## config.mk

```make
export PLATFORM = sky130hd
export DESIGN_NAME = sum_threshold_column_flagger_flat
export DESIGN_NICKNAME = d
export VERILOG_FILES = /design/src/stf_pkg.sv /design/src/stf_if.sv /design/src/stf_ram.sv /design/src/stf_issue.sv /design/src/stf_window.sv /design/src/sum_threshold_column_flagger.sv /design/src/flat_wrapper.sv
export VERILOG_INCLUDE_DIRS = /design/src /design/src/src
export SDC_FILE = /design/constraint.sdc
export NUM_CORES = 1
export LEC_CHECK = 0
export BUFFER_PORTS_ARGS = -buffer_cell sky130_fd_sc_hd__clkbuf_2
export CORE_UTILIZATION = 40
export CTS_CLUSTER_SIZE = 40
export DETAILED_ROUTE_END_ITERATION = 16
export GPL_TIMING_DRIVEN = 0
export SLEW_MARGIN = 20
export SYNTH_ARGS = -nofsm -noshare
export SYNTH_HDL_FRONTEND = slang
export SYNTH_SLANG_ARGS = --single-unit
```

## constraint.sdc

```tcl
create_clock -name clk_i -period 11 [get_ports clk_i]
set_input_delay 0.55 -clock clk_i [delete_from_list [all_inputs] [get_ports clk_i]]
set_output_delay 0.55 -clock clk_i [all_outputs]
set_load 0.05 [all_outputs]
```

## src/sum_threshold_column_flagger_assert.svh

```systemverilog
// Assertion macros for the column flagger.
`ifndef SUM_THRESHOLD_COLUMN_FLAGGER_ASSERT_SVH
`define SUM_THRESHOLD_COLUMN_FLAGGER_ASSERT_SVH
`ifndef SYNTHESIS
`define STF_ASSERT_IMP(label, clk, rst_n, ante, cons, msg) \
  label: assert property (@(posedge clk) disable iff (!rst_n) (ante) |-> (cons)) \
    else $error(msg);
`define STF_ASSERT_NXT(label, clk, rst_n, ante, cons, msg) \
  label: assert property (@(posedge clk) disable iff (!rst_n) (ante) |=> (cons)) \
    else $error(msg);
`else
`define STF_ASSERT_IMP(label, clk, rst_n, ante, cons, msg)
`define STF_ASSERT_NXT(label, clk, rst_n, ante, cons, msg)
`endif
`endif

```

## src/stf_pkg.sv

```systemverilog
// Shared constants and types of the column flagger.
package stf_pkg;

  localparam int unsigned WINDOW_LEN  = 16;
  localparam int unsigned VALUE_W     = 32;
  localparam int unsigned THRESHOLD_W = 31;
  localparam int unsigned ENTRY_W     = VALUE_W + 1;

  typedef struct packed {
    logic                       valid;
    logic                       push;
    logic                       pop;
    logic                       last;
    logic                       fwd;
    logic                       flag;
    logic signed [VALUE_W-1:0]  value;
  } stf_op_t;

  typedef struct packed {
    logic drain;
    logic empty;
  } stf_issue_status_t;

endpackage

```

## src/stf_if.sv

```systemverilog
// Stream interfaces for samples in and flags out.
interface stf_sample_if;
  import stf_pkg::*;
  logic                      valid;
  logic                      ready;
  logic signed [VALUE_W-1:0] sample_value;
  logic                      sample_flag;
  logic                      column_end;

  modport source (output valid, output sample_value, output sample_flag,
                  output column_end, input ready);
  modport sink (input valid, input sample_value, input sample_flag,
                input column_end, output ready);
endinterface

interface stf_result_if;
  logic valid;
  logic ready;
  logic out_flag;
  logic last_of_column;

  modport source (output valid, output out_flag, output last_of_column, input ready);
  modport sink (input valid, input out_flag, input last_of_column, output ready);
endinterface

```

## src/stf_ram.sv

```systemverilog
// Generic single-port-write RAM with a registered read.
module stf_ram #(
  parameter int unsigned Width = 8,
  parameter int unsigned Depth = 16,
  localparam int unsigned AddrW = (Depth > 1) ? $clog2(Depth) : 1
) (
  input  logic             clk_i,
  input  logic             we_i,
  input  logic [AddrW-1:0] waddr_i,
  input  logic [Width-1:0] wdata_i,
  input  logic             re_i,
  input  logic [AddrW-1:0] raddr_i,
  output logic [Width-1:0] rdata_o
);

  logic [Width-1:0] mem_q [Depth];
  logic [Width-1:0] rdata_q;

  always_ff @(posedge clk_i) begin
    if (we_i) begin
      mem_q[waddr_i] <= wdata_i;
    end
  end

  always_ff @(posedge clk_i) begin
    if (re_i) begin
      rdata_q <= mem_q[raddr_i];
    end
  end

  assign rdata_o = rdata_q;

endmodule

```

## src/stf_issue.sv

```systemverilog
// Window pointer control: writes samples, issues reads of the oldest entry, drains columns.
module stf_issue import stf_pkg::*; #(
  parameter int unsigned WindowLen = WINDOW_LEN,
  localparam int unsigned AddrW = (WindowLen > 1) ? $clog2(WindowLen) : 1
) (
  input  logic              clk_i,
  input  logic              rst_ni,
  stf_sample_if.sink        sample_i,
  input  logic              adv_i,
  output logic              ram_we_o,
  output logic [AddrW-1:0]  ram_waddr_o,
  output logic [ENTRY_W-1:0] ram_wdata_o,
  output logic              ram_re_o,
  output logic [AddrW-1:0]  ram_raddr_o,
  output stf_op_t           op_o,
  output stf_issue_status_t status_o
);

  localparam int unsigned FillW = $clog2(WindowLen + 1);
  localparam logic [AddrW-1:0] LastAddr = AddrW'(WindowLen - 1);
  localparam logic [FillW-1:0] FullFill = FillW'(WindowLen);

  logic [AddrW-1:0] wr_ptr_q, wr_ptr_d;
  logic [AddrW-1:0] rd_ptr_q, rd_ptr_d;
  logic [FillW-1:0] fill_q, fill_d;
  logic [FillW-1:0] fill_inc;
  logic             drain_q, drain_d;
  logic             accept;
  stf_op_t          op_q, op_d;

  function automatic logic [AddrW-1:0] ptr_next(input logic [AddrW-1:0] p);
    return (p == LastAddr) ? '0 : p + 1'b1;
  endfunction

  assign sample_i.ready = adv_i & ~drain_q;
  assign accept = sample_i.valid & sample_i.ready;
  assign fill_inc = fill_q + 1'b1;

  always_comb begin
    wr_ptr_d = wr_ptr_q;
    rd_ptr_d = rd_ptr_q;
    fill_d = fill_q;
    drain_d = drain_q;
    op_d = '0;
    op_d.value = sample_i.sample_value;
    op_d.flag = sample_i.sample_flag;
    if (accept) begin
      op_d.valid = 1'b1;
      op_d.push = 1'b1;
      wr_ptr_d = ptr_next(wr_ptr_q);
      fill_d = fill_inc;
      if (fill_inc == FullFill) begin
        op_d.pop = 1'b1;
        op_d.fwd = (rd_ptr_q == wr_ptr_q);
        rd_ptr_d = ptr_next(rd_ptr_q);
        fill_d = fill_q;
      end
      if (sample_i.column_end) begin
        if (fill_d == '0) begin
          op_d.last = 1'b1;
        end else begin
          drain_d = 1'b1;
        end
      end
    end else if (drain_q && adv_i) begin
      op_d.valid = 1'b1;
      op_d.pop = 1'b1;
      rd_ptr_d = ptr_next(rd_ptr_q);
      fill_d = fill_q - 1'b1;
      if (fill_q == FillW'(1)) begin
        op_d.last = 1'b1;
        drain_d = 1'b0;
      end
    end
  end

  always_ff @(posedge clk_i or negedge rst_ni) begin
    if (!rst_ni) begin
      wr_ptr_q <= '0;
      rd_ptr_q <= '0;
      fill_q <= '0;
      drain_q <= 1'b0;
      op_q <= '0;
    end else if (adv_i) begin
      wr_ptr_q <= wr_ptr_d;
      rd_ptr_q <= rd_ptr_d;
      fill_q <= fill_d;
      drain_q <= drain_d;
      op_q <= op_d;
    end
  end

  assign ram_we_o = accept;
  assign ram_waddr_o = wr_ptr_q;
  assign ram_wdata_o = {sample_i.sample_flag, sample_i.sample_value};
  assign ram_re_o = adv_i;
  assign ram_raddr_o = rd_ptr_q;
  assign op_o = op_q;
  assign status_o.drain = drain_q;
  assign status_o.empty = (fill_q == '0);

endmodule

```

## src/stf_window.sv

```systemverilog
// Window sum, count and mean test, with the registered result output.
module stf_window import stf_pkg::*; #(
  parameter int unsigned WindowLen = WINDOW_LEN
) (
  input  logic                   clk_i,
  input  logic                   rst_ni,
  input  stf_op_t                op_i,
  input  logic [ENTRY_W-1:0]     rdata_i,
  input  logic [THRESHOLD_W-1:0] threshold_i,
  stf_result_if.source           result_o,
  output logic                   adv_o
);

  localparam int unsigned CntW = $clog2(WindowLen + 1);
  localparam int unsigned SumW = VALUE_W + 1 + $clog2(WindowLen);
  localparam int unsigned LimW = THRESHOLD_W + CntW;
  localparam int unsigned CmpW = SumW + 1;
  localparam logic [CntW-1:0] FullCnt = CntW'(WindowLen);

  logic signed [SumW-1:0]    sum_q, sum_d, sum_add;
  logic [CntW-1:0]           count_q, count_d, count_add;
  logic [CntW-1:0]           forced_q, forced_d, forced_set;
  logic                      out_valid_q, out_valid_d;
  logic                      out_flag_q, out_flag_d;
  logic                      out_last_q, out_last_d;
  logic                      add_en;
  logic                      old_flag;
  logic signed [VALUE_W-1:0] old_value;
  logic [LimW-1:0]           limit;
  logic signed [CmpW-1:0]    sum_x, limit_x;
  logic                      hit;
  logic                      mark;

  assign adv_o = ~out_valid_q | result_o.ready;

  assign add_en = op_i.push & ~op_i.flag;
  assign sum_add = sum_q + (add_en ? SumW'(op_i.value) : '0);
  assign count_add = count_q + CntW'(add_en);
  assign old_flag = op_i.fwd ? op_i.flag : rdata_i[VALUE_W];
  assign old_value = op_i.fwd ? op_i.value : $signed(rdata_i[VALUE_W-1:0]);

  assign limit = LimW'(threshold_i) * LimW'(count_add);
  assign sum_x = CmpW'(sum_add);
  assign limit_x = CmpW'(limit);
  assign hit = (count_add != '0) && ((sum_x > limit_x) || (sum_x < -limit_x));
  assign forced_set = (op_i.push && op_i.pop && hit) ? FullCnt : forced_q;
  assign mark = (forced_set != '0);

  always_comb begin
    sum_d = sum_add;
    count_d = count_add;
    forced_d = forced_set;
    if (op_i.pop) begin
      if (mark) begin
        forced_d = forced_set - 1'b1;
      end
      if (!old_flag) begin
        sum_d = sum_add - SumW'(old_value);
        count_d = count_add - 1'b1;
      end
    end
    if (op_i.last) begin
      sum_d = '0;
      count_d = '0;
      forced_d = '0;
    end
    out_valid_d = op_i.valid & op_i.pop;
    out_flag_d = old_flag | mark;
    out_last_d = op_i.last;
  end

  always_ff @(posedge clk_i or negedge rst_ni) begin
    if (!rst_ni) begin
      sum_q <= '0;
      count_q <= '0;
      forced_q <= '0;
      out_valid_q <= 1'b0;
    end else if (adv_o) begin
      out_valid_q <= out_valid_d;
      if (op_i.valid) begin
        sum_q <= sum_d;
        count_q <= count_d;
        forced_q <= forced_d;
      end
    end
  end

  always_ff @(posedge clk_i) begin
    if (adv_o) begin
      out_flag_q <= out_flag_d;
      out_last_q <= out_last_d;
    end
  end

  assign result_o.valid = out_valid_q;
  assign result_o.out_flag = out_flag_q;
  assign result_o.last_of_column = out_last_q;

endmodule

```

## src/sum_threshold_column_flagger.sv

```systemverilog
// Top level of the sliding-window sum-threshold column flagger.
//
//   Channel    Direction  Payload                                  Handshake
//   sample_i   in         sample_value, sample_flag, column_end    valid / ready
//   result_o   out        out_flag, last_of_column                 valid / ready
//   cfg        in         cfg_wdata_i (threshold)                  cfg_we_i
//
// One sample is taken per cycle unless a result stalls or a column drains; a result is
// registered in the issue op and window result registers after the transaction that releases it.
// The window lives in one RAM with a registered read, so the oldest entry is read into the
// RAM read register as a sample enters and retired from there by the window stage.
// A column end that leaves samples in the window holds off input until they are drained.
// Reset clears the pointers, counters, sums, flags and threshold but not the RAM; there is no clearing pass.
// A stalled result freezes both stages and the RAM read port.
`include "sum_threshold_column_flagger_assert.svh"

module sum_threshold_column_flagger import stf_pkg::*; #(
  parameter int unsigned WindowLen = WINDOW_LEN
) (
  input  logic                   clk_i,
  input  logic                   rst_ni,
  stf_sample_if.sink             sample_i,
  stf_result_if.source           result_o,
  input  logic                   cfg_we_i,
  input  logic [THRESHOLD_W-1:0] cfg_wdata_i
);

  localparam int unsigned AddrW = (WindowLen > 1) ? $clog2(WindowLen) : 1;

  logic [THRESHOLD_W-1:0] threshold_q;
  logic                   adv;
  logic                   ram_we;
  logic [AddrW-1:0]       ram_waddr;
  logic [ENTRY_W-1:0]     ram_wdata;
  logic                   ram_re;
  logic [AddrW-1:0]       ram_raddr;
  logic [ENTRY_W-1:0]     ram_rdata;
  stf_op_t                op;
  stf_issue_status_t      issue_st;

  always_ff @(posedge clk_i or negedge rst_ni) begin
    if (!rst_ni) begin
      threshold_q <= '0;
    end else if (cfg_we_i) begin
      threshold_q <= cfg_wdata_i;
    end
  end

  stf_issue #(.WindowLen(WindowLen)) u_issue (
    .clk_i       (clk_i),
    .rst_ni      (rst_ni),
    .sample_i    (sample_i),
    .adv_i       (adv),
    .ram_we_o    (ram_we),
    .ram_waddr_o (ram_waddr),
    .ram_wdata_o (ram_wdata),
    .ram_re_o    (ram_re),
    .ram_raddr_o (ram_raddr),
    .op_o        (op),
    .status_o    (issue_st)
  );

  stf_ram #(.Width(ENTRY_W), .Depth(WindowLen)) u_ram (
    .clk_i   (clk_i),
    .we_i    (ram_we),
    .waddr_i (ram_waddr),
    .wdata_i (ram_wdata),
    .re_i    (ram_re),
    .raddr_i (ram_raddr),
    .rdata_o (ram_rdata)
  );

  stf_window #(.WindowLen(WindowLen)) u_window (
    .clk_i       (clk_i),
    .rst_ni      (rst_ni),
    .op_i        (op),
    .rdata_i     (ram_rdata),
    .threshold_i (threshold_q),
    .result_o    (result_o),
    .adv_o       (adv)
  );

  `STF_ASSERT_IMP(a_drain_blocks_input, clk_i, rst_ni, issue_st.drain, !sample_i.ready, "input taken while draining")
  `STF_ASSERT_IMP(a_drain_not_empty, clk_i, rst_ni, issue_st.drain, !issue_st.empty, "draining an empty window")
  `STF_ASSERT_IMP(a_drain_ends_empty, clk_i, rst_ni, $fell(issue_st.drain), issue_st.empty, "drain ended with samples held")
  `STF_ASSERT_NXT(a_end_starts_drain, clk_i, rst_ni, sample_i.valid && sample_i.ready && sample_i.column_end, issue_st.drain || issue_st.empty, "column end left samples undrained")

endmodule

```

## src/flat_wrapper.sv

```systemverilog
// flat-port wrapper written by rule: the top's interface ports become plain ports
module sum_threshold_column_flagger_flat import stf_pkg::*;
#(
  parameter int unsigned WindowLen = WINDOW_LEN
)
  (clk_i, rst_ni, cfg_we_i, cfg_wdata_i, sample_i_valid, sample_i_sample_value, sample_i_sample_flag, sample_i_column_end, sample_i_ready, result_o_valid, result_o_out_flag, result_o_last_of_column, result_o_ready);
  stf_sample_if sample_i_i ();
  stf_result_if result_o_i ();
  input  logic clk_i;
  input  logic rst_ni;
  input  logic cfg_we_i;
  input  logic [THRESHOLD_W-1:0] cfg_wdata_i;
  input wire logic [$bits(sample_i_i.valid)-1:0] sample_i_valid;
  input wire logic [$bits(sample_i_i.sample_value)-1:0] sample_i_sample_value;
  input wire logic [$bits(sample_i_i.sample_flag)-1:0] sample_i_sample_flag;
  input wire logic [$bits(sample_i_i.column_end)-1:0] sample_i_column_end;
  output wire logic [$bits(sample_i_i.ready)-1:0] sample_i_ready;
  output wire logic [$bits(result_o_i.valid)-1:0] result_o_valid;
  output wire logic [$bits(result_o_i.out_flag)-1:0] result_o_out_flag;
  output wire logic [$bits(result_o_i.last_of_column)-1:0] result_o_last_of_column;
  input wire logic [$bits(result_o_i.ready)-1:0] result_o_ready;
  assign sample_i_i.valid = sample_i_valid;
  assign sample_i_i.sample_value = sample_i_sample_value;
  assign sample_i_i.sample_flag = sample_i_sample_flag;
  assign sample_i_i.column_end = sample_i_column_end;
  assign sample_i_ready = sample_i_i.ready;
  assign result_o_valid = result_o_i.valid;
  assign result_o_out_flag = result_o_i.out_flag;
  assign result_o_last_of_column = result_o_i.last_of_column;
  assign result_o_i.ready = result_o_ready;
  sum_threshold_column_flagger #(.WindowLen(WindowLen)) u_core (.clk_i(clk_i), .rst_ni(rst_ni), .sample_i(sample_i_i), .result_o(result_o_i), .cfg_we_i(cfg_we_i), .cfg_wdata_i(cfg_wdata_i));
endmodule
```

==> impl_metrics.py, run 1 <==
metrics = {
    "critical_path": {
        "critPathMostFrequentCell": "ha_1",
        "worst-setup-path-type": "reg -> reg",
        "rr_endpoint": "u_core.u_window.forced_q[0]$_DFFE_PN0P_",
        "worst_ep_required_time_ns": 11.56,
        "r2r-start": "u_core.u_issue.op_o[36]$_DFFE_PN0N_",
        "startpoint_type": "register",
        "worstPathMaxFanout": 10,
        "crit_start": "u_core.u_issue.op_o[36]$_DFFE_PN0N_",
        "reg2reg_slack_ns": 0.47,
        "arrival_ns": 11.09,
        "cpPeakStageDelay_ns": 0.61,
        "crit_slowest_cell": "or4b_4",
        "endpoint_kind": "register",
        "r2r_cells": 40,
    },
    "cells_and_area": {
        "final_cells": 4482,
        "multiInputGateArea_um2": 17700,
        "layout-drive-gt1-share_pct": 16.0,
        "layout_commonest_cell": "edfxtp_1",
        "final_cell_mix": "563 x edfxtp_1, 283 x nand2_1, 202 x ha_1",
        "syn_to_final_growth_pct": 13.5,
        "finalInstanceArea_um2": 44000,
        "seq_area_um2": 20200,
        "nNetsFinal": 3515,
        "fill_cells": 8553,
        "final_util_pct": 46.1,
    },
    "synth": {
        "synth_area_um2": 38800,
        "syn_nets": 3327,
        "synth-edff-count": 563,
        "ys_seq_elements": 694,
        "yosysWarningCount": 0,
        "ys.flop_type": "edfxtp_1",
        "yosysTopAreaCell": "edfxtp_1",
        "synth_seq_area_share_pct": 52.0,
        "synth_cells": 2966,
        "synth_top_area_share_pct": 43.6,
        "synthTopCellsByArea": "edfxtp_1 44%, mux4_2 9.6%, dfrtp_1 8.4%, ha_1 6.5%, fa_1 4.6%",
        "async_flop_share_pct": 18.9,
        "ys_types": 95,
        "synth_area_per_cell_um2": 13.1,
    },
    "floorplanning": {
        "boundaryPins": 74,
        "core_um2": 95600,
        "die_h_um": 313,
        "row_count": 113,
        "die_x_um": 313,
        "fp.dieArea_um2": 98300,
        "start_util_pct": 40.6,
    },
    "grt": {
        "grt_usage_pct": 19.7,
        "antenna_found_initial": 4,
        "grt.overflow.total": 0,
        "grt_first_pass_wirelength_mm": 148,
        "grt_max_degree": 72,
        "grt_pass1_vias": 25000,
    },
    "routing": {
        "vias_per_cell": 5.45,
        "drc_errors": 0,
        "drt_iter0_markers": 1625,
        "drt-total-wl_mm": 95.6,
        "wl_per_cell_um": 21.3,
        "ant_nets": 0,
        "firstDrtPassIters": 5,
        "route.vias.total": 24400,
    },
    "sta": {
        "fin_crit_sh_pct": 95.7,
        "fin_crit_ns": 10.53,
        "rsz0062_at_grt": "no",
        "relSlewSlack_pct": 29.3,
        "fmax_mhz": 94.9,
        "worstMarginPinSlew_ns": 1.06,
        "report.final.slew_viol_count": 0,
        "fin_worst_skew_ns": 0.0437,
        "final-hold-violation-count": 0,
        "setup_violations": 0,
        "whs_ns": 0.124,
    },
    "placed_design": {
        "io_buffer_count": 73,
        "placed_area_um2": 41400,
        "dp_cells": 4337,
        "hpwlAfterDp_mm": 70.6,
        "gp_congestion": 0.852,
    },
    "clocking": {
        "clkLatencyLatePin_ns": 0.66,
        "cts_buffers": 74,
        "htreeDepth": 3,
        "cts_root_buf": "clkbuf_16",
        "path_clk_slew_ns": 0.08,
        "clock_path_buffers": 3,
        "cts_sinks": 694,
        "cts_tree": "built",
    },
    "power_and_ir_drop": {
        "powerDensity_nw_per_um2": 291,
        "peakVddDrop_mv": 0.166,
        "leakagePower_nw": 17.0,
        "total_power_mw": 12.8,
    },
    "hold_path": {
        "hold_start": "cfg_wdata_i[13]",
        "holdPathStages": 2,
        "worstHoldEndpoint": "u_core.threshold_q[13]$_DFFE_PN0P_",
        "hp-class": "in -> reg",
    },
    "run": {
        "drv_cap": 0,
    },
    "outcome": {
        "status": "finished clean",
    },
}
-- registers in the layout, summed over array words and instances, names as in the netlist, 5 cells and up --
name and flops:
u_core.threshold_q 31, u_core.u_issue.fill_q 5, u_core.u_issue.op_o 38, u_core.u_ram.mem_q 528, u_core.u_ram.rdata_o 33, u_core.u_window.count_q 5
u_core.u_window.forced_q 5, u_core.u_window.sum_q 37
-- logic make-up after synthesis --
kind of cell | count (synthesis) | share of synthesized area (%)
buffers and inverters | 288 | 2.82
adder cells (fa/ha/maj) | 291 | 11.1
multiplexers | 237 | 11.6
XOR/XNOR | 121 | 2.79
AO/OA/AOI/OAI | 532 | 9.19
flip-flops | 694 | 52.0
AND/OR/NAND/NOR | 803 | 10.5
-- power breakdown --
group          total (mW)  switching, mW  internal (mW)
combinational        7.01           4.13           2.88
clock                2.52           1.11           1.41
sequential           3.31          0.167           3.14
total                12.8           5.41           7.43
-- worst max path at each step --
stage,endpoint,cells past startpoint
finish,u_core.u_window.forced_q[0]$_DFFE_PN0P_,40
global route,u_core.u_window.forced_q[0]$_DFFE_PN0P_,40
CTS,u_core.u_window.forced_q[0]$_DFFE_PN0P_,39
detailed placement,u_core.u_window.forced_q[0]$_DFFE_PN0P_,40
global placement,u_core.u_window.forced_q[0]$_DFFE_PN0P_,40
floorplan,u_core.u_window.forced_q[0]$_DFFE_PN0P_,39
-- routing by layer --
layer | up-vias | share of wire, % | global-route usage (%)
met5 | - | 0.029 | 0
met3 | 141 | 5.2 | 3.03
met2 | 572 | 49 | 33.3
li1 | 11500 | - | -
met4 | 4 | 2.6 | 6.15
met1 | 12200 | 43 | 26.2
-- metrics by stage --
step           setup TNS [ns]  setup WS, ns
3_5_place_dp            -6.41         -1.31
6_report                    0         0.468
2_1_floorplan               0          1.42
3_3_place_gp            -6.76         -1.39
4_1_cts                     0        0.0247
5_1_grt                     0        0.0220
-- cell usage after synthesis (all sizes together) (6+ instances only) --
cell / instances
fa: 89
a211o: 7
edfxtp: 563
and2: 172
xnor2: 72
xor2: 49
o31ai: 9
a21oi: 137
inv: 175
mux2: 38
nor2: 108
nand2b: 15
nor3: 46
o21a: 27
o211ai: 14
nor3b: 8
clkbuf: 88
nand2: 283
buf: 25
nor2b: 16
dfrtp: 131
a22o: 6
a21o: 68
ha: 202
nor4: 7
or2: 12
or3: 11
nand4: 25
a2111oi: 6
a31oi: 14
a221o: 10
o21bai: 11
a22oi: 10
o21ai: 121
a211oi: 25
o31a: 6
mux4: 165
nand3: 45
mux2i: 34
and4: 8
and3: 26
-- repair_timing --
item,in CTS,in global routing
pin swaps,1,5
gates resized for setup,19,23
setup buffers,1,4
endpoints found under the setup margin,6,5
cloned,0,0
hold buffers,1,0
hold endpoints to repair,70,0
-- area by class of cell --
cell class | instances | share of cell area, %
clock inverter | 52 | 1.26
antenna | 1 | 0.00568
multi-input combinational | 1984 | 40.3
sequential | 694 | 45.8
buffer | 113 | 1.06
tap | 1265 | 3.59
inverter | 175 | 1.49
clock buffer | 86 | 4.33
timing repair buffer | 112 | 2.14
-- worst max-delay path, delay by kind of cell, from the launching register on --
family | cells | cell delay (ns)
DFF | 1 | 0.43
buffers and inverters | 5 | 0.76
adders and majority gates | 8 | 2.82
muxes | 1 | 0.21
xor gates and xnor gates | 2 | 0.49
AOI/OAI and AO/OA | 12 | 2.63
and+or+nand+nor | 12 | 3.14
No activity file was read; power rests on OpenSTA's default activity.
==> run 2, diff against run 1 <==
- MAX_ROUTING_LAYER: unset -> met4
==> run 2 against run 1 <==
Compared with the run above: combinational power is essentially flat; first-iteration DRC count grew 5.8%; hold slack lost 0.0030 ns; critical endpoint unchanged.
==> impl_metrics.py, run 2 (synthesized netlist as in run 1, its figures left out) <==
metrics = {
    "outcome": {
        "status": "finished clean",
    },
    "grt": {
        "antenna_found_initial": 4,
        "grt_pass1_vias": 25000,
        "grt.overflow.total": 0,
        "grt_max_degree": 72,
        "grt_first_pass_wirelength_mm": 148,
        "grt_usage_pct": 20.3,
    },
    "sta": {
        "setup_violations": 0,
        "worstMarginPinSlew_ns": 1.05,
        "setup_ws_ns": 0.467,
        "rsz0062_at_grt": "no",
        "report.final.slew_viol_count": 0,
        "relSlewSlack_pct": 29.7,
        "fin_crit_sh_pct": 95.8,
        "fin_crit_ns": 10.53,
        "fin_tns_setup_ns": 0,
        "whs_ns": 0.121,
        "fin_worst_skew_ns": 0.0456,
        "final-hold-violation-count": 0,
        "fmax_mhz": 94.9,
    },
    "clocking": {
        "clkLatencyLatePin_ns": 0.66,
        "clock_path_buffers": 3,
        "cts_root_buf": "clkbuf_16",
        "path_clk_slew_ns": 0.08,
        "cts_buffers": 74,
        "htreeDepth": 3,
        "cts_sinks": 694,
        "cts_tree": "built",
    },
    "cells_and_area": {
        "layout_commonest_cell": "edfxtp_1",
        "syn_to_final_growth_pct": 13.5,
        "final_cell_mix": "563 x edfxtp_1, 283 x nand2_1, 202 x ha_1",
        "layout-drive-gt1-share_pct": 16.0,
        "largest_reg_flops": 528,
        "fill_cells": 8552,
        "seq_area_um2": 20200,
        "nNetsFinal": 3515,
        "regMostFlops": "u_core.u_ram.mem_q",
        "multiInputGateArea_um2": 17700,
        "finalInstanceArea_um2": 44000,
    },
    "power_and_ir_drop": {
        "power.switching_mw": 5.41,
        "sequentialPowerShare_pct": 25.7,
        "p_int_mw": 7.43,
        "powerDensity_nw_per_um2": 292,
        "switching_share_pct": 42.1,
        "combPwrFrac_pct": 54.6,
        "leakagePower_nw": 17.0,
        "clkPwrFrac_pct": 19.7,
        "peakVddDrop_mv": 0.165,
    },
    "floorplanning": {
        "boundaryPins": 74,
        "fp.dieArea_um2": 98300,
        "core_um2": 95600,
        "die_h_um": 313,
        "start_util_pct": 40.6,
        "die_x_um": 313,
        "row_count": 113,
    },
    "critical_path": {
        "crit_slowest_cell": "or4b_4",
        "rr_endpoint": "u_core.u_window.forced_q[0]$_DFFE_PN0P_",
        "endpoint_kind": "register",
        "critPathMostFrequentCell": "ha_1",
        "r2r-start": "u_core.u_issue.op_o[36]$_DFFE_PN0N_",
        "arrival_ns": 11.09,
        "worstPathMaxFanout": 10,
        "cpPeakStageDelay_ns": 0.61,
        "worst_ep_required_time_ns": 11.56,
        "reg2reg_slack_ns": 0.47,
        "r2r_cells": 40,
        "worst-setup-path-type": "reg -> reg",
        "startpoint_type": "register",
    },
    "routing": {
        "firstDrtPassIters": 5,
        "ant_nets": 0,
        "wl_per_cell_um": 21.3,
        "vias_per_cell": 5.46,
        "drt-total-wl_mm": 95.6,
        "drc_errors": 0,
        "route.vias.total": 24500,
        "drt_iter0_markers": 1719,
    },
    "placed_design": {
        "io_buffer_count": 73,
        "hpwlAfterDp_mm": 70.6,
        "post-place-ws_ns": -1.31,
        "placed_area_um2": 41400,
        "gp_congestion": 0.865,
    },
    "run": {
        "drv_cap": 0,
    },
    "hold_path": {
        "holdPathStages": 2,
        "hp-class": "in -> reg",
        "hold_start": "cfg_wdata_i[13]",
        "worstHoldEndpoint": "u_core.threshold_q[13]$_DFFE_PN0P_",
    },
}
run 2: cell type report:
| cell class | instances | area share [%] |
|---|---|---|
| flip-flops and latches | 694 | 45.8 |
| multi-input cells | 1984 | 40.3 |
| clock buffers | 86 | 4.33 |
| well taps | 1265 | 3.59 |
| repair buffers | 112 | 2.14 |
| inverters | 175 | 1.49 |
| clock inverters | 52 | 1.26 |
| plain buffers | 113 | 1.06 |
| diodes | 3 | 0.0170 |
run 2: worst max-delay path by stage:
| stage | startpoint | endpoint | slack (ns) |
|---|---|---|---|
| floorplan | u_core.u_issue.op_o[36]$_DFFE_PN0N_ | u_core.u_window.forced_q[0]$_DFFE_PN0P_ | 1.42 |
| global placement | u_core.u_issue.op_o[36]$_DFFE_PN0N_ | u_core.u_window.forced_q[0]$_DFFE_PN0P_ | -1.39 |
| detailed placement | u_core.u_issue.op_o[36]$_DFFE_PN0N_ | u_core.u_window.forced_q[0]$_DFFE_PN0P_ | -1.31 |
| CTS | u_core.u_issue.op_o[36]$_DFFE_PN0N_ | u_core.u_window.forced_q[0]$_DFFE_PN0P_ | 0.02 |
| global route | u_core.u_issue.op_o[36]$_DFFE_PN0N_ | u_core.u_window.forced_q[0]$_DFFE_PN0P_ | 0.02 |
| finish | u_core.u_issue.op_o[36]$_DFFE_PN0N_ | u_core.u_window.forced_q[0]$_DFFE_PN0P_ | 0.47 |
run 2: what timing repair did:
action                                  in CTS  in global routing
gates resized for setup                     19                 23
pin swaps                                    1                  5
endpoints found under the setup margin       6                  5
hold buffers                                 1                  0
hold endpoints to repair                    70                  0
buffers inserted                             1                  4
run 2: through the flow:
stage / std cells / power (mW) / util [%]
4_1_cts: 4477 / 12.8 / 46.0
3_5_place_dp: 4337 / 10.2 / 43.3
6_report: 4484 / 12.8 / 46.1
3_3_place_gp: 4304 / 10.2 / 42.6
2_1_floorplan: 2966 / 8.50 / -
5_1_grt: 4484 / 13.9 / 46.1
run 2: power by group through the flow:
stage / registers, mW / logic [mW] / clock network, mW
2_1_floorplan: 3.30 / 5.20 / 0
3_3_place_gp: 3.35 / 6.81 / 0
5_1_grt: 3.33 / 7.86 / 2.68
6_report: 3.31 / 7.01 / 2.53
4_1_cts: 3.31 / 6.96 / 2.58
3_5_place_dp: 3.36 / 6.88 / 0
run 2: worst max-delay path, delay by kind of cell, from the launching register on:
family / cells / cell delay (ns)
XOR/XNOR: 2 / 0.48
AND/OR/NAND/NOR: 12 / 3.14
buffers and inverters: 5 / 0.76
AO/OA/AOI/OAI: 12 / 2.65
multiplexers: 1 / 0.20
flip-flops: 1 / 0.43
adder cells (fa/ha/maj): 8 / 2.82
run 2: per-layer routing:
layer  routed length (um)  vias to the layer above  global-route usage [%]  part of all wire [%]
li1                     -                    11500                       -                     -
met1                41600                    12200                    26.1                    44
met2                46700                      554                    33.3                    49
met3                 4720                      144                    3.03                   4.9
met4                 2610                        0                    6.10                   2.7
met5                    0                        -                       -                     0
